<file path="src/hw/rtl/iebm_pkg.sv">
// Shared types, codes and tables of the I2C EEPROM byte master.
// No dependencies; imported by iebm_seq, iebm_out_buf and the top level.
package iebm_pkg;

  // Request codes carried by req_type
  localparam logic [1:0] ReqTick  = 2'd0;
  localparam logic [1:0] ReqWrite = 2'd1;
  localparam logic [1:0] ReqRead  = 2'd2;

  // Configuration register indexes
  localparam int unsigned CfgIdxW = 2;
  localparam logic [CfgIdxW-1:0] CfgHalfPhase     = 2'd0;
  localparam logic [CfgIdxW-1:0] CfgWriteRecovery = 2'd1;
  localparam int unsigned CfgDataW = 16;

  localparam logic [7:0]  HalfPhaseRst     = 8'd10;
  localparam logic [15:0] WriteRecoveryRst = 16'd10000;

  // Transaction status codes
  localparam logic [1:0] StOk       = 2'd0;
  localparam logic [1:0] StBusBusy  = 2'd1;
  localparam logic [1:0] StBusError = 2'd2;
  localparam logic [1:0] StAddrNack = 2'd3;

  // Program layout
  localparam logic [3:0] ProgLen      = 4'd11;
  localparam logic [3:0] LastIdx      = 4'd10;
  localparam logic [3:0] StopIdxWrite = 4'd7;
  localparam logic [3:0] StopIdxRead  = 4'd10;

  typedef enum logic [3:0] {
    KStart    = 4'd0,
    KRestart  = 4'd1,
    KSendDw   = 4'd2,
    KSendReg  = 4'd3,
    KSendData = 4'd4,
    KSendDr   = 4'd5,
    KAckCheck = 4'd6,
    KAck      = 4'd7,
    KRead     = 4'd8,
    KNoAck    = 4'd9,
    KStop     = 4'd10,
    KRecover  = 4'd11
  } iebm_op_e;

  // One result item
  typedef struct packed {
    logic       scl_out;
    logic       sda_out;
    logic       busy_res;
    logic       done_res;
    logic [1:0] status;
    logic [7:0] read_data;
  } iebm_res_t;

  // Operation program of a byte write and of a random read
  function automatic iebm_op_e prog_kind(logic is_rd, logic [3:0] idx);
    iebm_op_e k;
    if (!is_rd) begin
      unique case (idx)
        4'd0:    k = KStart;
        4'd1:    k = KSendDw;
        4'd2:    k = KAckCheck;
        4'd3:    k = KSendReg;
        4'd4:    k = KAck;
        4'd5:    k = KSendData;
        4'd6:    k = KAck;
        4'd7:    k = KStop;
        default: k = KRecover;
      endcase
    end else begin
      unique case (idx)
        4'd0:    k = KStart;
        4'd1:    k = KSendDw;
        4'd2:    k = KAckCheck;
        4'd3:    k = KSendReg;
        4'd4:    k = KAck;
        4'd5:    k = KRestart;
        4'd6:    k = KSendDr;
        4'd7:    k = KAck;
        4'd8:    k = KRead;
        4'd9:    k = KNoAck;
        default: k = KStop;
      endcase
    end
    return k;
  endfunction

endpackage

</file>
<file path="src/hw/rtl/iebm_seq.sv">
// Bus sequencer of the I2C EEPROM byte master: state register plus the
// one-tick next-state logic. Depends on iebm_pkg.
module iebm_seq (
  input  logic                clk_i,
  input  logic                rst_ni,
  input  logic                advance_i,
  input  logic [1:0]          req_type_i,
  input  logic [6:0]          device_address_i,
  input  logic [7:0]          register_address_i,
  input  logic [7:0]          write_data_i,
  input  logic                sda_in_i,
  input  logic [7:0]          half_phase_i,
  input  logic [15:0]         recovery_i,
  output iebm_pkg::iebm_res_t res_o
);
  import iebm_pkg::*;

  typedef struct packed {
    logic [5:0]  step;
    logic [7:0]  timer;
    logic [3:0]  bitcnt;
    logic [7:0]  shift;
    logic [6:0]  dev;
    logic [7:0]  regad;
    logic [7:0]  data;
    logic        is_read;
    logic [15:0] rec;
    logic [1:0]  last_status;
    logic [7:0]  last_read;
    logic [1:0]  drive;
    logic [1:0]  pending;
  } seq_state_t;

  localparam seq_state_t StateRst = '{
    step: 6'd0, timer: 8'd0, bitcnt: 4'd0, shift: 8'd0, dev: 7'd0,
    regad: 8'd0, data: 8'd0, is_read: 1'b0, rec: 16'd0,
    last_status: 2'd0, last_read: 8'd0, drive: 2'b11, pending: 2'd0
  };

  function automatic logic [3:0] op_index(seq_state_t s);
    logic [3:0] op;
    op = s.step[5:2] - 4'd1;
    return (op < ProgLen) ? op : LastIdx;
  endfunction

  function automatic seq_state_t enter_phase(seq_state_t s_in);
    seq_state_t s;
    logic [1:0] sub;
    logic       keep;
    s    = s_in;
    sub  = s.step[1:0];
    keep = s.drive[0];
    unique case (prog_kind(s.is_read, op_index(s)))
      KStart, KRestart: s.drive = (sub == 2'd0) ? 2'b11 : 2'b10;
      KSendDw, KSendReg, KSendData, KSendDr: begin
        if (sub == 2'd0)      s.drive = {1'b0, keep};
        else if (sub == 2'd1) s.drive = {1'b0, s.shift[7]};
        else                  s.drive = {1'b1, keep};
      end
      KAckCheck, KAck, KNoAck: begin
        if (sub == 2'd0)      s.drive = {1'b0, keep};
        else if (sub == 2'd2) s.drive = 2'b11;
        else                  s.drive = 2'b01;
      end
      KRead: s.drive = {sub != 2'd0, 1'b1};
      KStop: begin
        unique case (sub)
          2'd0:    s.drive = {1'b0, keep};
          2'd1:    s.drive = 2'b00;
          2'd2:    s.drive = 2'b10;
          default: s.drive = 2'b11;
        endcase
      end
      default: ;
    endcase
    return s;
  endfunction

  function automatic seq_state_t begin_op(seq_state_t s_in, logic [3:0] idx_in);
    seq_state_t s;
    logic [3:0] idx;
    iebm_op_e   kind;
    s        = s_in;
    idx      = (idx_in >= ProgLen) ? LastIdx : idx_in;
    s.step   = {idx + 4'd1, 2'b00};
    s.bitcnt = 4'd0;
    kind     = prog_kind(s.is_read, idx);
    if (kind == KSendDw)        s.shift = {s.dev, 1'b0};
    else if (kind == KSendDr)   s.shift = {s.dev, 1'b1};
    else if (kind == KSendReg)  s.shift = s.regad;
    else if (kind == KSendData) s.shift = s.data;
    else if (kind == KRead)     s.shift = 8'd0;
    return enter_phase(s);
  endfunction

  function automatic seq_state_t finish(seq_state_t s_in, logic [1:0] st);
    seq_state_t s;
    s = s_in;
    s.last_status = st;
    if (s.is_read) s.last_read = (st == StOk) ? s.shift : 8'd0;
    s.step  = 6'd0;
    s.timer = 8'd0;
    return s;
  endfunction

  function automatic seq_state_t end_phase(seq_state_t s_in, logic sda,
                                           logic [15:0] rec_ticks);
    seq_state_t s;
    logic [1:0] sub;
    logic [3:0] idx;
    iebm_op_e   kind;
    s    = s_in;
    sub  = s.step[1:0];
    idx  = op_index(s);
    kind = prog_kind(s.is_read, idx);
    unique case (kind)
      KStart: begin
        if (sub == 2'd0 && !sda)     s = finish(s, StBusBusy);
        else if (sub == 2'd1 && sda) s = finish(s, StBusError);
        else if (sub < 2'd2) begin
          s.step = s.step + 6'd1;
          s = enter_phase(s);
        end else s = begin_op(s, idx + 4'd1);
      end
      KRestart: begin
        if (sub < 2'd2) begin
          s.step = s.step + 6'd1;
          s = enter_phase(s);
        end else s = begin_op(s, idx + 4'd1);
      end
      KSendDw, KSendReg, KSendData, KSendDr: begin
        if (sub < 2'd2) begin
          s.step = s.step + 6'd1;
          s = enter_phase(s);
        end else begin
          s.shift  = {s.shift[6:0], 1'b0};
          s.bitcnt = s.bitcnt + 4'd1;
          if (s.bitcnt >= 4'd8) s = begin_op(s, idx + 4'd1);
          else begin
            s.step[1:0] = 2'd0;
            s = enter_phase(s);
          end
        end
      end
      KAckCheck, KAck, KNoAck: begin
        if (kind == KAckCheck && sub == 2'd2 && sda) s.pending = StAddrNack;
        if (sub < 2'd3) begin
          s.step = s.step + 6'd1;
          s = enter_phase(s);
        end else if (s.pending != StOk) begin
          s = begin_op(s, s.is_read ? StopIdxRead : StopIdxWrite);
        end else s = begin_op(s, idx + 4'd1);
      end
      KRead: begin
        if (sub == 2'd0) begin
          s.step = s.step + 6'd1;
          s = enter_phase(s);
        end else begin
          s.shift  = {s.shift[6:0], sda};
          s.bitcnt = s.bitcnt + 4'd1;
          if (s.bitcnt >= 4'd8) s = begin_op(s, idx + 4'd1);
          else begin
            s.step[1:0] = 2'd0;
            s = enter_phase(s);
          end
        end
      end
      KStop: begin
        if (sub < 2'd3) begin
          s.step = s.step + 6'd1;
          s = enter_phase(s);
        end else if (s.is_read || s.pending != StOk || rec_ticks == 16'd0) begin
          s = finish(s, s.pending);
        end else begin
          s.rec = rec_ticks;
          s = begin_op(s, idx + 4'd1);
        end
      end
      default: s = finish(s, s.pending);
    endcase
    return s;
  endfunction

  seq_state_t state_q, state_d;
  logic [1:0] now_drive;
  logic       active;
  logic [7:0] half_eff;

  always_comb begin
    state_d = state_q;
    // Latch a new command only between transactions
    if (state_q.step == 6'd0 && (req_type_i == ReqWrite || req_type_i == ReqRead)) begin
      state_d.dev     = device_address_i;
      state_d.regad   = register_address_i;
      state_d.data    = write_data_i;
      state_d.is_read = (req_type_i == ReqRead);
      state_d.pending = StOk;
      state_d.timer   = 8'd0;
      state_d = begin_op(state_d, 4'd0);
    end
    now_drive = state_d.drive;
    active    = (state_d.step != 6'd0);
    half_eff  = (half_phase_i == 8'd0) ? 8'd1 : half_phase_i;
    if (active) begin
      if (prog_kind(state_d.is_read, op_index(state_d)) == KRecover) begin
        if (state_d.rec != 16'd0) state_d.rec = state_d.rec - 16'd1;
        if (state_d.rec == 16'd0) state_d = finish(state_d, StOk);
      end else begin
        state_d.timer = state_d.timer + 8'd1;
        if (state_d.timer >= half_eff) begin
          state_d.timer = 8'd0;
          state_d = end_phase(state_d, sda_in_i, recovery_i);
        end
      end
    end
    res_o.scl_out   = now_drive[1];
    res_o.sda_out   = now_drive[0];
    res_o.busy_res  = (state_d.step != 6'd0);
    res_o.done_res  = active && (state_d.step == 6'd0);
    res_o.status    = state_d.last_status;
    res_o.read_data = state_d.last_read;
  end

  always_ff @(posedge clk_i or negedge rst_ni) begin
    if (!rst_ni) begin
      state_q <= StateRst;
    end else if (advance_i) begin
      state_q <= state_d;
    end
  end

endmodule

</file>
<file path="src/hw/rtl/iebm_out_buf.sv">
// Two-entry output buffer (result register plus skid) of the byte master.
// Depends on iebm_pkg.
module iebm_out_buf (
  input  logic                clk_i,
  input  logic                rst_ni,
  input  logic                push_i,
  input  iebm_pkg::iebm_res_t res_i,
  input  logic                out_stall_i,
  output logic                out_valid_o,
  output iebm_pkg::iebm_res_t res_o,
  output logic                full_o
);
  import iebm_pkg::*;

  logic      main_valid_q, skid_valid_q;
  iebm_res_t main_q, skid_q;
  logic      pop;

  assign pop = main_valid_q && !out_stall_i;

  always_ff @(posedge clk_i or negedge rst_ni) begin
    if (!rst_ni) begin
      main_valid_q <= 1'b0;
      skid_valid_q <= 1'b0;
    end else if (pop) begin
      if (skid_valid_q) begin
        main_valid_q <= 1'b1;
        skid_valid_q <= 1'b0;
      end else begin
        main_valid_q <= push_i;
      end
    end else if (push_i) begin
      if (main_valid_q) skid_valid_q <= 1'b1;
      else              main_valid_q <= 1'b1;
    end
  end

  // Payload: refill main from skid or input, park in skid while main holds
  always_ff @(posedge clk_i) begin
    if (pop && skid_valid_q) begin
      main_q <= skid_q;
    end else if (push_i && (pop || !main_valid_q)) begin
      main_q <= res_i;
    end else if (push_i) begin
      skid_q <= res_i;
    end
  end

  assign out_valid_o = main_valid_q;
  assign res_o       = main_q;
  assign full_o      = skid_valid_q;

endmodule

</file>
<file path="src/hw/rtl/i2c_eeprom_byte_master.sv">
// Top level of the I2C EEPROM byte master: configuration registers,
// sequencer and output buffer. Depends on iebm_pkg, iebm_seq, iebm_out_buf.
//
// Each input transfer is one bus tick and yields exactly one result transfer,
// so the block takes one item per clock cycle while in_stall_o is low. The
// sequencer state register is loaded by combinational next-state logic; results
// pass through a two-entry output buffer, and in_stall_o rises only when both
// entries hold unread results. A byte write or random read command is latched
// only while no transaction runs; scl_out/sda_out are open-drain drives (1
// releases, 0 pulls low). Configuration writes take effect on the next tick.
module i2c_eeprom_byte_master (
  input  logic                            clk_i,
  input  logic                            rst_ni,
  input  logic                            cfg_we_i,
  input  logic [iebm_pkg::CfgIdxW-1:0]    cfg_idx_i,
  input  logic [iebm_pkg::CfgDataW-1:0]   cfg_wdata_i,
  input  logic                            in_valid_i,
  output logic                            in_stall_o,
  input  logic [1:0]                      req_type_i,
  input  logic [6:0]                      device_address_i,
  input  logic [7:0]                      register_address_i,
  input  logic [7:0]                      write_data_i,
  input  logic                            sda_in_i,
  output logic                            out_valid_o,
  input  logic                            out_stall_i,
  output logic                            scl_out_o,
  output logic                            sda_out_o,
  output logic                            busy_res_o,
  output logic                            done_res_o,
  output logic [1:0]                      status_o,
  output logic [7:0]                      read_data_o
);
  import iebm_pkg::*;

  logic [7:0]  half_phase_q;
  logic [15:0] recovery_q;
  logic        in_xfer;
  iebm_res_t   seq_res, buf_res;

  // Hold configuration; unknown indexes drop the write
  always_ff @(posedge clk_i or negedge rst_ni) begin
    if (!rst_ni) begin
      half_phase_q <= HalfPhaseRst;
      recovery_q   <= WriteRecoveryRst;
    end else if (cfg_we_i) begin
      unique case (cfg_idx_i)
        CfgHalfPhase:     half_phase_q <= cfg_wdata_i[7:0];
        CfgWriteRecovery: recovery_q   <= cfg_wdata_i;
        default: ;
      endcase
    end
  end

  // Advance the sequencer on every accepted input transfer
  assign in_xfer = in_valid_i && !in_stall_o;

  iebm_seq u_seq (
    .clk_i              (clk_i),
    .rst_ni             (rst_ni),
    .advance_i          (in_xfer),
    .req_type_i         (req_type_i),
    .device_address_i   (device_address_i),
    .register_address_i (register_address_i),
    .write_data_i       (write_data_i),
    .sda_in_i           (sda_in_i),
    .half_phase_i       (half_phase_q),
    .recovery_i         (recovery_q),
    .res_o              (seq_res)
  );

  iebm_out_buf u_out_buf (
    .clk_i       (clk_i),
    .rst_ni      (rst_ni),
    .push_i      (in_xfer),
    .res_i       (seq_res),
    .out_stall_i (out_stall_i),
    .out_valid_o (out_valid_o),
    .res_o       (buf_res),
    .full_o      (in_stall_o)
  );

  assign scl_out_o   = buf_res.scl_out;
  assign sda_out_o   = buf_res.sda_out;
  assign busy_res_o  = buf_res.busy_res;
  assign done_res_o  = buf_res.done_res;
  assign status_o    = buf_res.status;
  assign read_data_o = buf_res.read_data;

endmodule

</file>
<file path="config.mk">
export PLATFORM = sky130hd
export DESIGN_NAME = i2c_eeprom_byte_master
export DESIGN_NICKNAME = d
export VERILOG_FILES = /design/src/hw/rtl/iebm_pkg.sv /design/src/hw/rtl/iebm_seq.sv /design/src/hw/rtl/iebm_out_buf.sv /design/src/hw/rtl/i2c_eeprom_byte_master.sv
export SDC_FILE = /design/constraint.sdc
export NUM_CORES = 1
export LEC_CHECK = 0
export BUFFER_PORTS_ARGS = -buffer_cell sky130_fd_sc_hd__buf_2
export CORE_UTILIZATION = 56
export CTS_CLUSTER_SIZE = 14
export DETAILED_ROUTE_END_ITERATION = 16
export GPL_TIMING_DRIVEN = 0
export PLACE_DENSITY = 0.85
export SYNTH_ARGS = -nofsm -noshare
export SYNTH_HDL_FRONTEND = slang
export SYNTH_SLANG_ARGS = --single-unit
</file>
<file path="constraint.sdc">
create_clock -name clk_i -period 5.4 [get_ports clk_i]
set_input_delay 1.35 -clock clk_i [delete_from_list [all_inputs] [get_ports clk_i]]
set_output_delay 1.35 -clock clk_i [all_outputs]
set_load 0.02 [all_outputs]
</file>
# --- Yosys cells after proc, flatten, opt, wreduce, memory -nomap -nowiden ---
# Memories as Yosys holds them, arrays and structs flattened.
# Cells that the tools add are included.
word_totals:
  ff_bits: 134
  latch_bits: 0
  ramBits: 0
  rom_bits: 2304
  input_bits: 49
  out_inout_bits: 16
  elab_cells: 699
  mem_count: 48
classes:
  n_addsub: 11
  multipliers: 0
  div_mod_pow: 0
  n_lt_le_gt_ge: 10
  eq_ne: 213
  shift: 0
  mux: 289
  n_bitwise: 2
  n_reduce_logical: 97
memory_table:
  columns: ["memory", "words", "word_bits", "read_ports", "rd_clocked_by_memory_dff", "write_ports", "line", "text"]
  rows:
  - ["(no name shown)", 16, 4, 1, 0, 0, "iebm_pkg.sv:72", "unique case (idx)"]
  - ["(no name shown)", 16, 4, 1, 0, 0, "iebm_pkg.sv:72", null]
  - ["(no name shown)", 16, 4, 1, 0, 0, "iebm_pkg.sv:72", null]
  - ["(no name shown)", 16, 4, 1, 0, 0, "iebm_pkg.sv:72", null]
  - ["(no name shown)", 16, 4, 1, 0, 0, "iebm_pkg.sv:72", null]
  - ["(no name shown)", 16, 4, 1, 0, 0, "iebm_pkg.sv:72", null]
  - ["42 more memories", null, null, null, null, null, null, null]
ops:
  columns: ["operator", "count"]
  rows:
  - ["2-to-1 mux 80 bit", 17]
  - ["2-to-1 mux 4 bit", 188]
  - ["case mux 80 bit (6 select lines)", 1]
  - ["2-to-1 mux 8 bit", 45]
  - ["equality test 4 x 3 -> 1 bit, second input constant", 82]
  - ["equality test 4 bit, second input constant", 59]
  - ["equality test 4 x 2 -> 1 bit, second input constant", 48]
  - ["OR reduction 8 bit", 10]
  - ["equality test 4 x 1 -> 1 bit, second input constant", 17]
  - ["zero test 4 bit", 17]
  - ["case mux 2 bit (3 select lines)", 11]
  - ["case mux 2 bit (5 select lines)", 6]
  - ["2-to-1 mux 16 bit", 3]
  - ["zero test 16 bit", 2]
  - ["OR reduction 2 bit", 16]
  - ["2-to-1 mux 14 bit", 2]
  - ["OR reduction 4 bit", 7]
  - ["OR reduction 3 bit", 7]
  - ["2-to-1 mux 2 bit", 9]
  - ["adder 4 x 1 -> 4 bit, second input constant", 4]
  - ["less-than comparator 4 bit, second input constant", 4]
  - ["nonzero test 16 bit", 1]
  - ["subtractor 16 x 1 -> 16 bit, second input constant", 1]
  - ["subtractor 4 x 1 -> 4 bit, second input constant", 4]
  - ["other kinds (19)", 61]

# --- Logic depth before layout (Yosys ltp) ---
# Gate-level depths: netlist of the first run.
# An unclocked memory read counts as a cell.
logic_depth:
  ltp_word: 52
  depth_mapped: 28

# --- Hierarchy ---
# Synthesis of the first run repeated with hierarchy kept, for this count alone.
unflattened:
  hier_cells: 1183
  area_unflattened_um2: 10450.0
modules_own_cells:
  columns: ["module", "instances", "cells_each", "area_per_inst_um2", "seq_area_each_um2"]
  rows:
  - ["iebm_seq", 1, 1077, 8353.0, 2004.4]
  - ["iebm_out_buf", 1, 54, 1158.6, 890.9]
  - ["i2c_eeprom_byte_master", 1, 52, 938.4, 609.3]

# --- Worst setup path after synthesis of the first run ---
# OpenSTA, ideal clock, no wires.
synth_timing:
  kind: "input-to-reg"
  from: "input req_type_i[0]"
  to: "register u_seq.state_q[57] in the netlist's numbering"
  arrival_ns: 6.055
  required_time_ns: 5.274
  setup_slack_ns: -0.781
  cell_stages: 22
  cell_sequence: "inv_1 -> ha_1 -> nor3b_2 -> nand2_1 -> buf_1 -> clkbuf_1 -> clkbuf_1 -> and2_1 -> ha_1 -> nand3_1 -> xor2_1 -> nor2_1 -> ha_1 -> a21oi_1 -> o21ai_0 -> o22a_1 -> nand2_1 -> nor2_1 -> o31ai_1 -> a2111o_1 -> or2_1 -> a221o_1"
synth_via:
  elab_chain_cells: 33
  word_cells_on_any_way: 220
  cone_classes: "add/sub (4); order compare (7); eq/ne (50); mux (126); reduce/logical (15); memory (18)"
synth_lines:
  columns: ["element", "line", "text"]
  rows:
  - ["start, declared", "i2c_eeprom_byte_master.sv:19", "input logic [1:0] req_type_i,"]
  - ["equality test 2 x 1 -> 1 bit or equality test 2 bit (tied branches)", "iebm_seq.sv:192, iebm_seq.sv:196", null]
  - ["logical OR 1 bit", "iebm_seq.sv:192", "if (state_q.step == 6'd0 && (req_type_i == ReqWrite || req_type_i == ReqRead)) begin"]
  - ["logical AND 1 bit", "iebm_seq.sv:192", null]
  - ["2-to-1 mux 80 bit (*)", "iebm_seq.sv:192", null]
  - ["subtractor 4 x 1 -> 4 bit", "iebm_seq.sv:42", "op = s.step[5:2] - 4'd1;"]
  - ["less-than comparator 4 bit", "iebm_seq.sv:43", "return (op < ProgLen) ? op : LastIdx;"]
  - ["2-to-1 mux 4 bit", "iebm_seq.sv:43", null]
  - ["adder 4 x 1 -> 4 bit", null, null]
  - ["[17 not listed]", null, null]
  - ["2-to-1 mux 8 bit", "iebm_seq.sv:88", "if (kind == KSendDw) s.shift = {s.dev, 1'b0};"]
  - ["2-to-1 mux 80 bit", "iebm_seq.sv:120", "else if (sub < 2'd2) begin"]
  - ["2-to-1 mux 80 bit", "iebm_seq.sv:119", "else if (sub == 2'd1 && sda) s = finish(s, StBusError);"]
  - ["2-to-1 mux 80 bit", "iebm_seq.sv:118", "if (sub == 2'd0 && !sda) s = finish(s, StBusBusy);"]
  - ["case mux 80 bit (6 select lines)", "iebm_seq.sv:116", "unique case (kind)"]
  - ["2-to-1 mux 80 bit", "iebm_seq.sv:210", "if (state_d.timer >= half_eff) begin"]
  - ["2-to-1 mux 80 bit", "iebm_seq.sv:205", "if (prog_kind(state_d.is_read, op_index(state_d)) == KRecover) begin"]
  - ["2-to-1 mux 80 bit (*)", "iebm_seq.sv:204", "if (active) begin"]
  - ["end signal, assigned", "iebm_seq.sv:226", "state_q <= StateRst;"]
  - ["end signal, assigned", "iebm_seq.sv:228", "state_q <= state_d;"]
  - ["end, declared", "iebm_seq.sv:184", "seq_state_t state_q, state_d;"]
# Mark *: on every way between the ends. The rest lies on a longest branch, timed or not. The select of a mux whose other input is x is not followed.
# A chain may end at the register's enable or synchronous reset.

# --- Worst setup path in the final report of the first run ---
layout_timing:
  from: "input req_type_i[1]"
  to: "register u_seq.state_q[2] in the netlist's numbering"
layout_via:
  elab_chain_cells: 34
  word_cells_on_any_way: 462
  cone_classes: "add/sub (10); order compare (10); eq/ne (167); mux (174); reduce/logical (67); memory (34)"
layout_lines:
  columns: ["element", "line", "text"]
  rows:
  - ["equality test 2 x 1 -> 1 bit or equality test 2 bit (tied branches)", "iebm_seq.sv:192, iebm_seq.sv:196", null]
  - ["logical OR 1 bit", "iebm_seq.sv:192", null]
  - ["logical AND 1 bit", "iebm_seq.sv:192", null]
  - ["2-to-1 mux 80 bit (*)", "iebm_seq.sv:192", null]
  - ["subtractor 4 x 1 -> 4 bit", "iebm_seq.sv:42", null]
  - ["less-than comparator 4 bit", "iebm_seq.sv:43", null]
  - ["2-to-1 mux 4 bit", "iebm_seq.sv:43", null]
  - ["adder 4 x 1 -> 4 bit", null, null]
  - ["[18 not listed]", null, null]
  - ["case mux 2 bit (3 select lines)", "iebm_seq.sv:53", "unique case (prog_kind(s.is_read, op_index(s)))"]
  - ["2-to-1 mux 80 bit", "iebm_seq.sv:120", null]
  - ["2-to-1 mux 80 bit", "iebm_seq.sv:119", null]
  - ["2-to-1 mux 80 bit", "iebm_seq.sv:118", null]
  - ["case mux 80 bit (6 select lines)", "iebm_seq.sv:116", null]
  - ["2-to-1 mux 80 bit", "iebm_seq.sv:210", null]
  - ["2-to-1 mux 80 bit", "iebm_seq.sv:205", null]
  - ["2-to-1 mux 80 bit (*)", "iebm_seq.sv:204", null]
# Marked as above.

==> results of run 1 <==
## kinds of logic (layout without fill, tap and decap cells)
group                    count (synthesis)  after routing  synth area share (%)
multiplexers                            71             71                  7.52
buffers and inverters                  118            246                  4.64
XOR/XNOR                                16             16                  1.49
adder cells (fa/ha/maj)                 39             39                  4.72
AND/OR/NAND/NOR                        456            456                  21.3
flip-flops                             134            134                  33.9
AO/OA/AOI/OAI                          400            400                  26.5
## per-layer routing
metal	vias to the layer above	part of all wire, %
li1	4840	-
met1	5294	38
met2	748	45
met3	185	11
met4	2	5.9
met5	-	0.035
## through the flow
| step | cells | setup TNS (ns) | hold slack [ns] | setup WS [ns] | instance area, µm² |
|---|---|---|---|---|---|
| 2_1_floorplan | 1234 | 0 | 0.446 | 0.00186 | 10500 |
| 3_3_place_gp | 1527 | -70.62 | 0.464 | -1.56 | 11100 |
| 3_5_place_dp | 1528 | -78.08 | 0.467 | -1.61 | 11100 |
| 4_1_cts | 1579 | 0 | 0.484 | 0.00902 | 12100 |
| 5_1_grt | 1591 | -0.272 | 0.506 | -0.0859 | 12500 |
| 6_report | 1591 | 0 | 0.486 | 0.0647 | 12500 |
## placed cells by master (no fill, tap or decap), types with 9 or more instances in the layout
cell type	netlist	final
clkbuf_1	44	34
a22o_1	13	13
o211ai_1	10	10
nor2_1	116	108
and3_1	11	11
buf_2	14	76
nand3_1	36	32
a211oi_1	11	10
ha_1	39	33
buf_4	3	38
a21oi_2	2	9
xnor2_1	10	9
o21a_1	10	10
a221o_1	12	12
a21oi_1	83	74
a31oi_1	18	16
nor4_1	13	11
nor3_1	28	25
mux2i_1	17	17
o22ai_1	34	31
dfstp_2	9	9
a22oi_1	11	10
edfxtp_1	28	28
nand2_1	157	153
dfrtp_1	97	95
inv_1	51	47
o21ai_0	101	97
nand4_1	14	14
clkbuf_16	0	19
nor2b_1	11	11
mux2_2	54	53
## final timing paths
check | from | endpoint | depth (start not counted)
setup / recovery | req_type_i[1] | u_seq.state_q[2]$_DFFE_PN1P_ | 26
hold / removal | u_seq.state_q[39]$_DFFE_PN0P_ | u_seq.state_q[39]$_DFFE_PN0P_ | 2
setup reg to reg | u_seq.state_q[75]$_DFFE_PN0P_ | u_out_buf.res_o[11]$_DFFE_PP_ | 22
hold reg to reg | u_seq.state_q[39]$_DFFE_PN0P_ | u_seq.state_q[39]$_DFFE_PN0P_ | 2
max in group asynchronous | rst_ni | recovery_q[9]$_DFFE_PN1P_ | 2
min in group asynchronous | rst_ni | u_seq.state_q[10]$_DFFE_PN0P_ | 1
## power by group
group | total (mW) | internal (mW) | switching, mW | leakage [nW]
Sequential | 1.55 | 1.35 | 0.195 | 1.50
Combinational | 5.00 | 1.84 | 3.16 | 3.20
Clock | 1.27 | 0.710 | 0.557 | 0.305
Total | 7.81 | 3.90 | 3.91 | 5.01
## flip-flops by register name, summed over array words and instances (netlist names)
register               cells
u_out_buf.full_o           1
u_out_buf.res_o           14
u_seq.state_q             80
u_out_buf.skid_q          14
recovery_q                16
half_phase_q               8
u_out_buf.out_valid_o      1
## worst max-delay path, cell delays in order
cell,delay (ns)
buf_2,0.11
ha_4,0.26
nand2b_1,0.24
o21ai_1,0.15
and3_1,0.15
clkbuf_4,0.17
inv_1,0.09
ha_4,0.19
o22ai_4,0.19
nand2_2,0.13
clkinv_4,0.11
ha_2,0.23
nor2_4,0.05
o311ai_4,0.31
inv_1,0.09
ha_2,0.21
nor2_2,0.13
a21oi_2,0.05
a21boi_2,0.23
a21oi_1,0.12
o32a_1,0.29
nor2_1,0.12
a21oi_1,0.05
a211o_1,0.36
o32ai_2,0.26
a21oi_1,0.06
## layout make-up
cell class	instances	area [µm²]	area share [%]
clock buffer	17	425	3.42
buffer	61	342	2.74
sequential	134	3510	28.2
clock inverter	15	205	1.65
inverter	52	200	1.61
timing repair buffer	101	629	5.05
tap	229	287	2.30
multi-input combinational	982	6860	55.0
## timing repair
item,4_1_cts,5_1_grt
setup endpoints to repair,80,50
gates resized for setup,45,59
pin swaps,19,29
setup buffers,22,14
==> run summary, run 1 <==
Global-route wire length before repair -> 57800 µm
Die height -> 138 µm
Met3 usage -> 10.8%
Drt drc -> 0
Pwr/cell area -> 628 mW/mm²
Proportion of netlist area held by the largest area contributor -> 23.5%
Leak Pwr -> 5.01 nW
Worst Hold Class -> reg2reg
HPWL after detailed placement -> 26600 µm
Status -> finished clean
Num Clock Sinks -> 134
Clk Latency, worst-skew pair -> 0.44 ns
CTS Buf Count -> 17
Vias in the first global route -> 10362
Final hold vios -> 0
Yosys warning count -> 0
Relative slew margins -> 33.8%
Synth area leaders -> dfrtp_1 (23%), edfxtp_1 (8.1%), mux2_2 (5.9%), nand2_1 (5.7%), o21ai_0 (4.9%)
Tmin final -> 5.34 ns
Startpoint types -> input port
Most frequent cell after synthesis -> nand2_1
Synthesized area -> 0.0103 mm²
Ant. Diodes -> 0
Arrival @ worst endpoint -> 5.71 ns
Worst Tran Pin Value -> 0.985 ns
Root buffer cell -> clkbuf_16
Fin crit share -> 98.8%
Register area share after synthesis -> 33.9%
Die area -> 0.0190 mm²
Critical path class -> in2reg
Worst setup EP type -> flop
#FFs+latches synth -> 134
Antenna violations before repair -> 2
H-tree levels -> 4
Number of DRC markers in iteration 0 -> 1224
RSZ-0062 raised after global routing -> true
Filler instances -> 1426
Hold Buf Count CTS -> 0
Gr ovfl total -> 0
Power Total -> 7.81 mW
Mean Syn Cell Area -> 8.38 µm²
Worst Path Max Fanout -> 6
Synth cell count leaders -> nand2_1 (157), nor2_1 (116), o21ai_0 (101)
TritonCTS clock tree -> done
Routed wire length -> 37500 µm
Max Slew Vio Count -> 0
Fmax -> 187 MHz
ANT nets after route -> 0
Critical path required time -> 5.77 ns
Core region area -> 0.0180 mm²
Met1 usage -> 51.5%
Starting Density -> 57.4%
Post-DR vias/cell -> 6.96
VDD IR max -> 0.383 mV
Post-Syn Instances -> 1234
Final net count -> 1437
GRT met2 Usage -> 62.4%
GR Util All Layers -> 40.7%
Final design utilization -> 69.1%
EDFF count, synth -> 28
Die width -> 138 µm
Count of final setup violators -> 0
Port Buffer Count -> 64
Area grow syn2layout -> 20.4%
Clk pin slew, worst setup/hold paths -> 0.07 ns
Row count -> 49
Layout cells sized above 1 -> 24.9%
Routed WL per cell -> 23.6 µm
1st-pass router iterations -> 8
Clk_skew -> 0.0139 ns
Top cell type by total area after synthesis -> dfrtp_1
Placer Congestion -> 1.00
Post-synth top flop -> dfrtp_1
Asr flop ratio synth -> 79.1%
I/O Pins -> 65
Max Cap Viol -> 0
Total vias in the final route -> 11069
CTS Buffer Depth -> 2
Largest net degree at the start of global routing -> 65
Synthesized net count -> 1322
Gr busiest metal -> met2
R2R setup slack -> 0.22 ns
Yosys cell types -> 96
(Power assumes the default switching activity.)
==> inputs of run 2 (changes only) <==
Settings changed: CELL_PAD_IN_SITES_DETAIL_PLACEMENT set to 1, CELL_PAD_IN_SITES_GLOBAL_PLACEMENT set to 1, CORE_UTILIZATION 56 to 43, PLACE_DENSITY 0.85 to 0.86.
==> run 2 against run 1 <==
Compared with the run above: fmax grew 0.20%; critical path depth shrank 4; sequential share of layout area shrank 0.47 points; cell area grew 1.6%; wire length grew 12%; final cell count grew 6.2%; worst hold slack gained 0.024 ns; combinational power grew 2%; critical path type unchanged.
==> run summary, run 2 (synthesized netlist as in run 1, its figures left out) <==
Status -> finished clean
Number of DRC markers in iteration 0 -> 1031
CP max-delay cell -> o22ai_4
Total vias in the final route -> 11052
Tmin final -> 5.32 ns
Area grow syn2layout -> 22.3%
Fin crit share -> 98.6%
Final net count -> 1445
RSZ-0062 raised after global routing -> true
CP max stage delay -> 0.41 ns
Critical path required time -> 5.59 ns
Largest regs -> u_seq.state_q x80, recovery_q x16
Worst Tran Pin Value -> 1.23 ns
Port Buffer Count -> 64
Antenna violations before repair -> 0
Worst setup EP type -> flop
Hold Buf Count CTS -> 0
Fmax -> 188 MHz
Starting Density -> 43.9%
Num Clock Sinks -> 134
Global-route wire length before repair -> 63700 µm
Die area -> 0.0247 mm²
Row count -> 56
Top reg by flops -> u_seq.state_q
Routed wire length -> 41800 µm
Max FFs per register -> 80
1st-pass router iterations -> 5
Worst Path Max Fanout -> 8
Critical path class -> in2reg
TritonCTS clock tree -> done
Gr ovfl total -> 0
Routed WL per cell -> 24.8 µm
ANT nets after route -> 0
Clk pin slew, worst setup/hold paths -> 0.07 ns
Max Cap Viol -> 0
Max Slew Vio Count -> 0
Ant. Diodes -> 0
Largest net degree at the start of global routing -> 90
CTS Buffer Depth -> 2
Setup ws final -> 0.0751 ns
Root buffer cell -> clkbuf_16
Layout cells sized above 1 -> 25.0%
Crit-path cells -> buf_6 -> ha_4 -> nor3b_4 -> nand2_4 -> clkbuf_16 -> clkbuf_16 -> and2_4 -> ha_4 -> nand3_2 -> xor2_2 -> nor2_2 -> ha_1 -> a21oi_2 -> o21ai_2 -> o22ai_4 -> nor3_4 -> nand3_1 -> o31a_1 -> o32ai_4 -> nor4b_4 -> nand4b_4 -> mux2_4
Startpoint types -> input port
Worst slack, placed -> -1.48 ns
Die height -> 157 µm
Clk_skew -> 0.0154 ns
Vias in the first global route -> 11236
Drt drc -> 0
CTS Buf Count -> 17
Final hold vios -> 0
Count of final setup violators -> 0
Leak Pwr -> 5.07 nW
Die width -> 157 µm
Clk Latency, worst-skew pair -> 0.45 ns
Relative slew margins -> 17.7%
Setup_tns -> 0 ns
Arrival @ worst endpoint -> 5.51 ns
H-tree levels -> 4
Post-DR vias/cell -> 6.54
Placer Congestion -> 1.03
Pwr/cell area -> 627 mW/mm²
HPWL after detailed placement -> 29500 µm
Highest-count cells in the layout ignoring fill and taps -> nand2_1 (154), nor2_1 (110), o21ai_0 (99)
VDD IR max -> 0.257 mV
GR Util All Layers -> 34.2%
Leading cell type in the layout, fill and taps excluded -> nand2_1
I/O Pins -> 65
Power Total -> 7.94 mW
Worst Hold Class -> reg2reg
Core region area -> 0.0235 mm²
[run 2: what timing repair did]
item                       4_1_cts  5_1_grt
setup endpoints to repair       80       68
setup buffers                   27       18
gates cloned                     0        1
pin swaps                       26       28
gates resized for setup         61       44
[run 2: final timing paths]
path,start,to,slack [ns],cells after the start
min in group asynchronous,rst_ni,u_seq.state_q[30]$_DFFE_PN0P_,0.76,1
worst max-delay path,req_type_i[1],u_out_buf.res_o[11]$_DFFE_PP_,0.08,22
max in group asynchronous,rst_ni,half_phase_q[1]$_DFFE_PN1P_,3.86,2
worst min-delay path,u_seq.state_q[39]$_DFFE_PN0P_,u_seq.state_q[39]$_DFFE_PN0P_,0.51,2
worst max register to register,u_seq.state_q[75]$_DFFE_PN0P_,u_out_buf.res_o[11]$_DFFE_PP_,0.16,24
worst min register to register,u_seq.state_q[39]$_DFFE_PN0P_,u_seq.state_q[39]$_DFFE_PN0P_,0.51,2
[run 2: where the power goes]
part	internal, mW	switching [mW]	total, mW
registers	1.35	0.197	1.55
logic	1.83	3.29	5.12
clock network	0.702	0.567	1.27
total	3.89	4.05	7.94
[run 2: area by class of cell]
class | instances | area [µm²]
buffer | 61 | 357
clock buffer | 17 | 425
clock inverter | 15 | 183
fill | 2820 | 10900
inverter | 52 | 206
multi-input combinational | 982 | 6860
sequential | 134 | 3510
tap | 319 | 399
timing repair buffer | 109 | 718
[run 2: per-layer routing]
| layer | GRT usage (%) | vias up | wire length [µm] |
|---|---|---|---|
| met2 | 55.7 | 571 | 19700 |
| met4 | 18.4 | 0 | 1770 |
| li1 | - | 4845 | - |
| met1 | 43.1 | 5502 | 17000 |
| met5 | 0 | - | 0 |
| met3 | 5.97 | 134 | 3320 |
[run 2: through the flow]
step / instances / hold slack [ns] / area [µm²] / util [%]
3_5_place_dp: 1618 / 0.482 / 11200 / 47.7
6_report: 1689 / 0.509 / 12600 / 53.7
3_3_place_gp: 1617 / 0.463 / 11200 / 47.6
4_1_cts: 1675 / 0.503 / 12300 / 52.3
2_1_floorplan: 1234 / 0.446 / 10500 / -
5_1_grt: 1689 / 0.518 / 12600 / 53.7
[run 2: critical path, delay by kind of cell]
family | cells | cell delay (ns)
and+or+nand+nor | 9 | 1.51
AOI/OAI and AO/OA | 5 | 0.96
adders and majority gates | 3 | 0.73
buffers and inverters | 3 | 0.48
muxes | 1 | 0.31
xor gates and xnor gates | 1 | 0.15
==> inputs of run 3 (changes only) <==
Settings changed: CORE_UTILIZATION 43 to 44, CTS_BUF_LIST set to sky130_fd_sc_hd__clkbuf_4 sky130_fd_sc_hd__clkbuf_8, PLACE_DENSITY 0.86 to 0.88.
==> run 3 against run 2 <==
Compared with the run above: the flow now finishes with violations (negative setup slack); utilization is 0.61 points higher; flip-flop and latch count stayed put; cell area is 1.8% lower; critical endpoint is now u_seq.state_q[60]$_DFFE_PN0P_; combinational power hardly changed; first-iteration DRC count is 6.6% lower; fmax is 2.3% lower.
==> run summary, run 3 (synthesized netlist as in run 1, its figures left out) <==
Status -> finished, violations left
Failing checks -> negative setup slack
Post-DR vias/cell -> 6.55
H-tree levels -> 4
Critical R2R Launch -> u_seq.state_q[74]$_DFFE_PN0P_
Critical path required time -> 5.81 ns
Fin crit share -> 101%
Routed WL per cell -> 24.6 µm
Final hold vios -> 0
Final instance area -> 0.0124 mm²
Antenna violations before repair -> 1
1st-pass router iterations -> 6
GR Util All Layers -> 34.1%
Count of final setup violators -> 3
VDD IR max -> 0.251 mV
Largest regs -> u_seq.state_q x80, recovery_q x16
I/O Pins -> 65
Power Total -> 7.72 mW
Fmax -> 183 MHz
Area grow syn2layout -> 20.0%
ANT nets after route -> 0
Starting Density -> 45.3%
R2R setup slack -> 0.22 ns
Root buffer cell -> clkbuf_8
Total vias in the final route -> 10970
Worst Path Max Fanout -> 10
Die area -> 0.0241 mm²
Pwr/cell area -> 622 mW/mm²
Die width -> 155 µm
CTS Buf Count -> 17
Final net count -> 1438
Worst Tran Pin Value -> 1.22 ns
Critical path class -> in2reg
Worst Reg-to-Reg Cells -> 19
Row count -> 55
Reg-to-Reg End -> u_seq.state_q[3]$_DFFE_PN1P_
Leading cell type in the layout, fill and taps excluded -> nand2_1
Top reg by flops -> u_seq.state_q
Highest-count cells in the layout ignoring fill and taps -> nand2_1 (153), nor2_1 (110), o21ai_0 (97)
CTS Buffer Depth -> 2
Placed cell areas -> 0.0112 mm²
Gr ovfl total -> 0
Hold wc startpoint -> u_seq.state_q[39]$_DFFE_PN0P_
Layout cells sized above 1 -> 24.8%
Hold Path Sink -> u_seq.state_q[39]$_DFFE_PN0P_
Setup ws final -> -0.0530 ns
Max FFs per register -> 80
Max Cap Viol -> 0
Worst setup EP type -> flop
Drt drc -> 0
Tmin final -> 5.45 ns
Max Slew Vio Count -> 0
Die height -> 155 µm
Ant. Diodes -> 0
Number of DRC markers in iteration 0 -> 963
Startpoint types -> input port
Clk_skew -> 0.0186 ns
Global-route wire length before repair -> 63200 µm
Clk Latency, worst-skew pair -> 0.47 ns
Core region area -> 0.0228 mm²
Arrival @ worst endpoint -> 5.87 ns
Placer Congestion -> 0.979
Num Clock Sinks -> 134
Largest net degree at the start of global routing -> 67
Hold Crit Depth -> 2
Clk pin slew, worst setup/hold paths -> 0.09 ns
RSZ-0062 raised after global routing -> true
Setup_tns -> -0.140 ns
TritonCTS clock tree -> done
Worst Hold Class -> reg2reg
Leak Pwr -> 4.95 nW
Port Buffer Count -> 64
Relative slew margins -> 18.9%
HPWL after detailed placement -> 29100 µm
Routed wire length -> 41200 µm
Vias in the first global route -> 11299
-- run 3: cell types whose count changed in the layout (fill, tap and decap cells not counted), moves of 4 or more --
cell | before | now
buf_4 | 42 | 37
buf_6 | 9 | 4
clkbuf_8 | 1 | 17
inv_2 | 1 | 5
bufinv_16 | 2 | 6
clkbuf_16 | 20 | 0
-- run 3: where the power goes --
group	leakage, nW	internal, mW	switching [mW]
clock	0.246	0.609	0.477
sequential	1.50	1.35	0.192
combinational	3.21	1.83	3.26
total	4.95	3.79	3.93
-- run 3: final cells by class --
cell class                      instances  area [µm²]
Fill cell                            2726       10400
Multi-Input combinational cell        982        6870
Sequential cell                       134        3510
Timing Repair Buffer                  101         629
Tap cell                              313         392
Buffer                                 62         334
Clock inverter                         14         246
Clock buffer                           18         241
Inverter                               52         200
-- run 3: worst max path at each step --
stage	slack [ns]	startpoint	to
floorplan	0.002	req_type_i[0]	u_out_buf.res_o[11]$_DFFE_PP_
global placement	-1.40	req_type_i[0]	u_out_buf.res_o[10]$_DFFE_PP_
detailed placement	-1.51	req_type_i[0]	u_seq.state_q[3]$_DFFE_PN1P_
CTS	-0.06	req_type_i[0]	u_seq.state_q[2]$_DFFE_PN1P_
global route	-0.11	req_type_i[0]	u_seq.state_q[59]$_DFFE_PN0P_
finish	-0.05	req_type_i[1]	u_seq.state_q[60]$_DFFE_PN0P_
-- run 3: worst max-delay path: stages --
cell	delay (ns)
buf_2	0.11
ha_4	0.31
nand2b_4	0.16
o21ai_1	0.06
and3_1	0.15
clkbuf_4	0.17
inv_2	0.10
ha_4	0.21
nand4b_1	0.25
nand2_4	0.21
inv_6	0.07
ha_1	0.27
inv_1	0.10
ha_1	0.15
a21oi_1	0.08
o32ai_4	0.54
nand3_1	0.30
a21o_1	0.29
clkbuf_2	0.21
a21oi_1	0.34
a21oi_1	0.07
o22ai_1	0.16
a221o_1	0.17
-- run 3: through the flow --
step	utilization, %	instances	hold slack [ns]	worst slack [ns]
finish	54.3	1676	0.507	-0.0530
detailed placement	49.1	1612	0.479	-1.51
global placement	49.0	1611	0.461	-1.40
floorplan	-	1234	0.446	0.00186
CTS	52.9	1663	0.500	-0.0566
global route	54.3	1676	0.531	-0.108
-- run 3: timing repair --
action / in CTS / in global routing
setup buffers: 22 / 14
resized for setup: 48 / 55
endpoints found under the setup margin: 79 / 48
pin swaps: 16 / 27
hold buffers: 0 / 0
cloned: 0 / 0
-- run 3: routing by layer --
layer,GRT usage (%),vias to the layer above,wire length [µm]
met5,0,-,0
met4,15.3,0,1480
met3,5.21,120,3280
met2,57.1,514,19800
met1,43.3,5517,16600
li1,-,4819,-
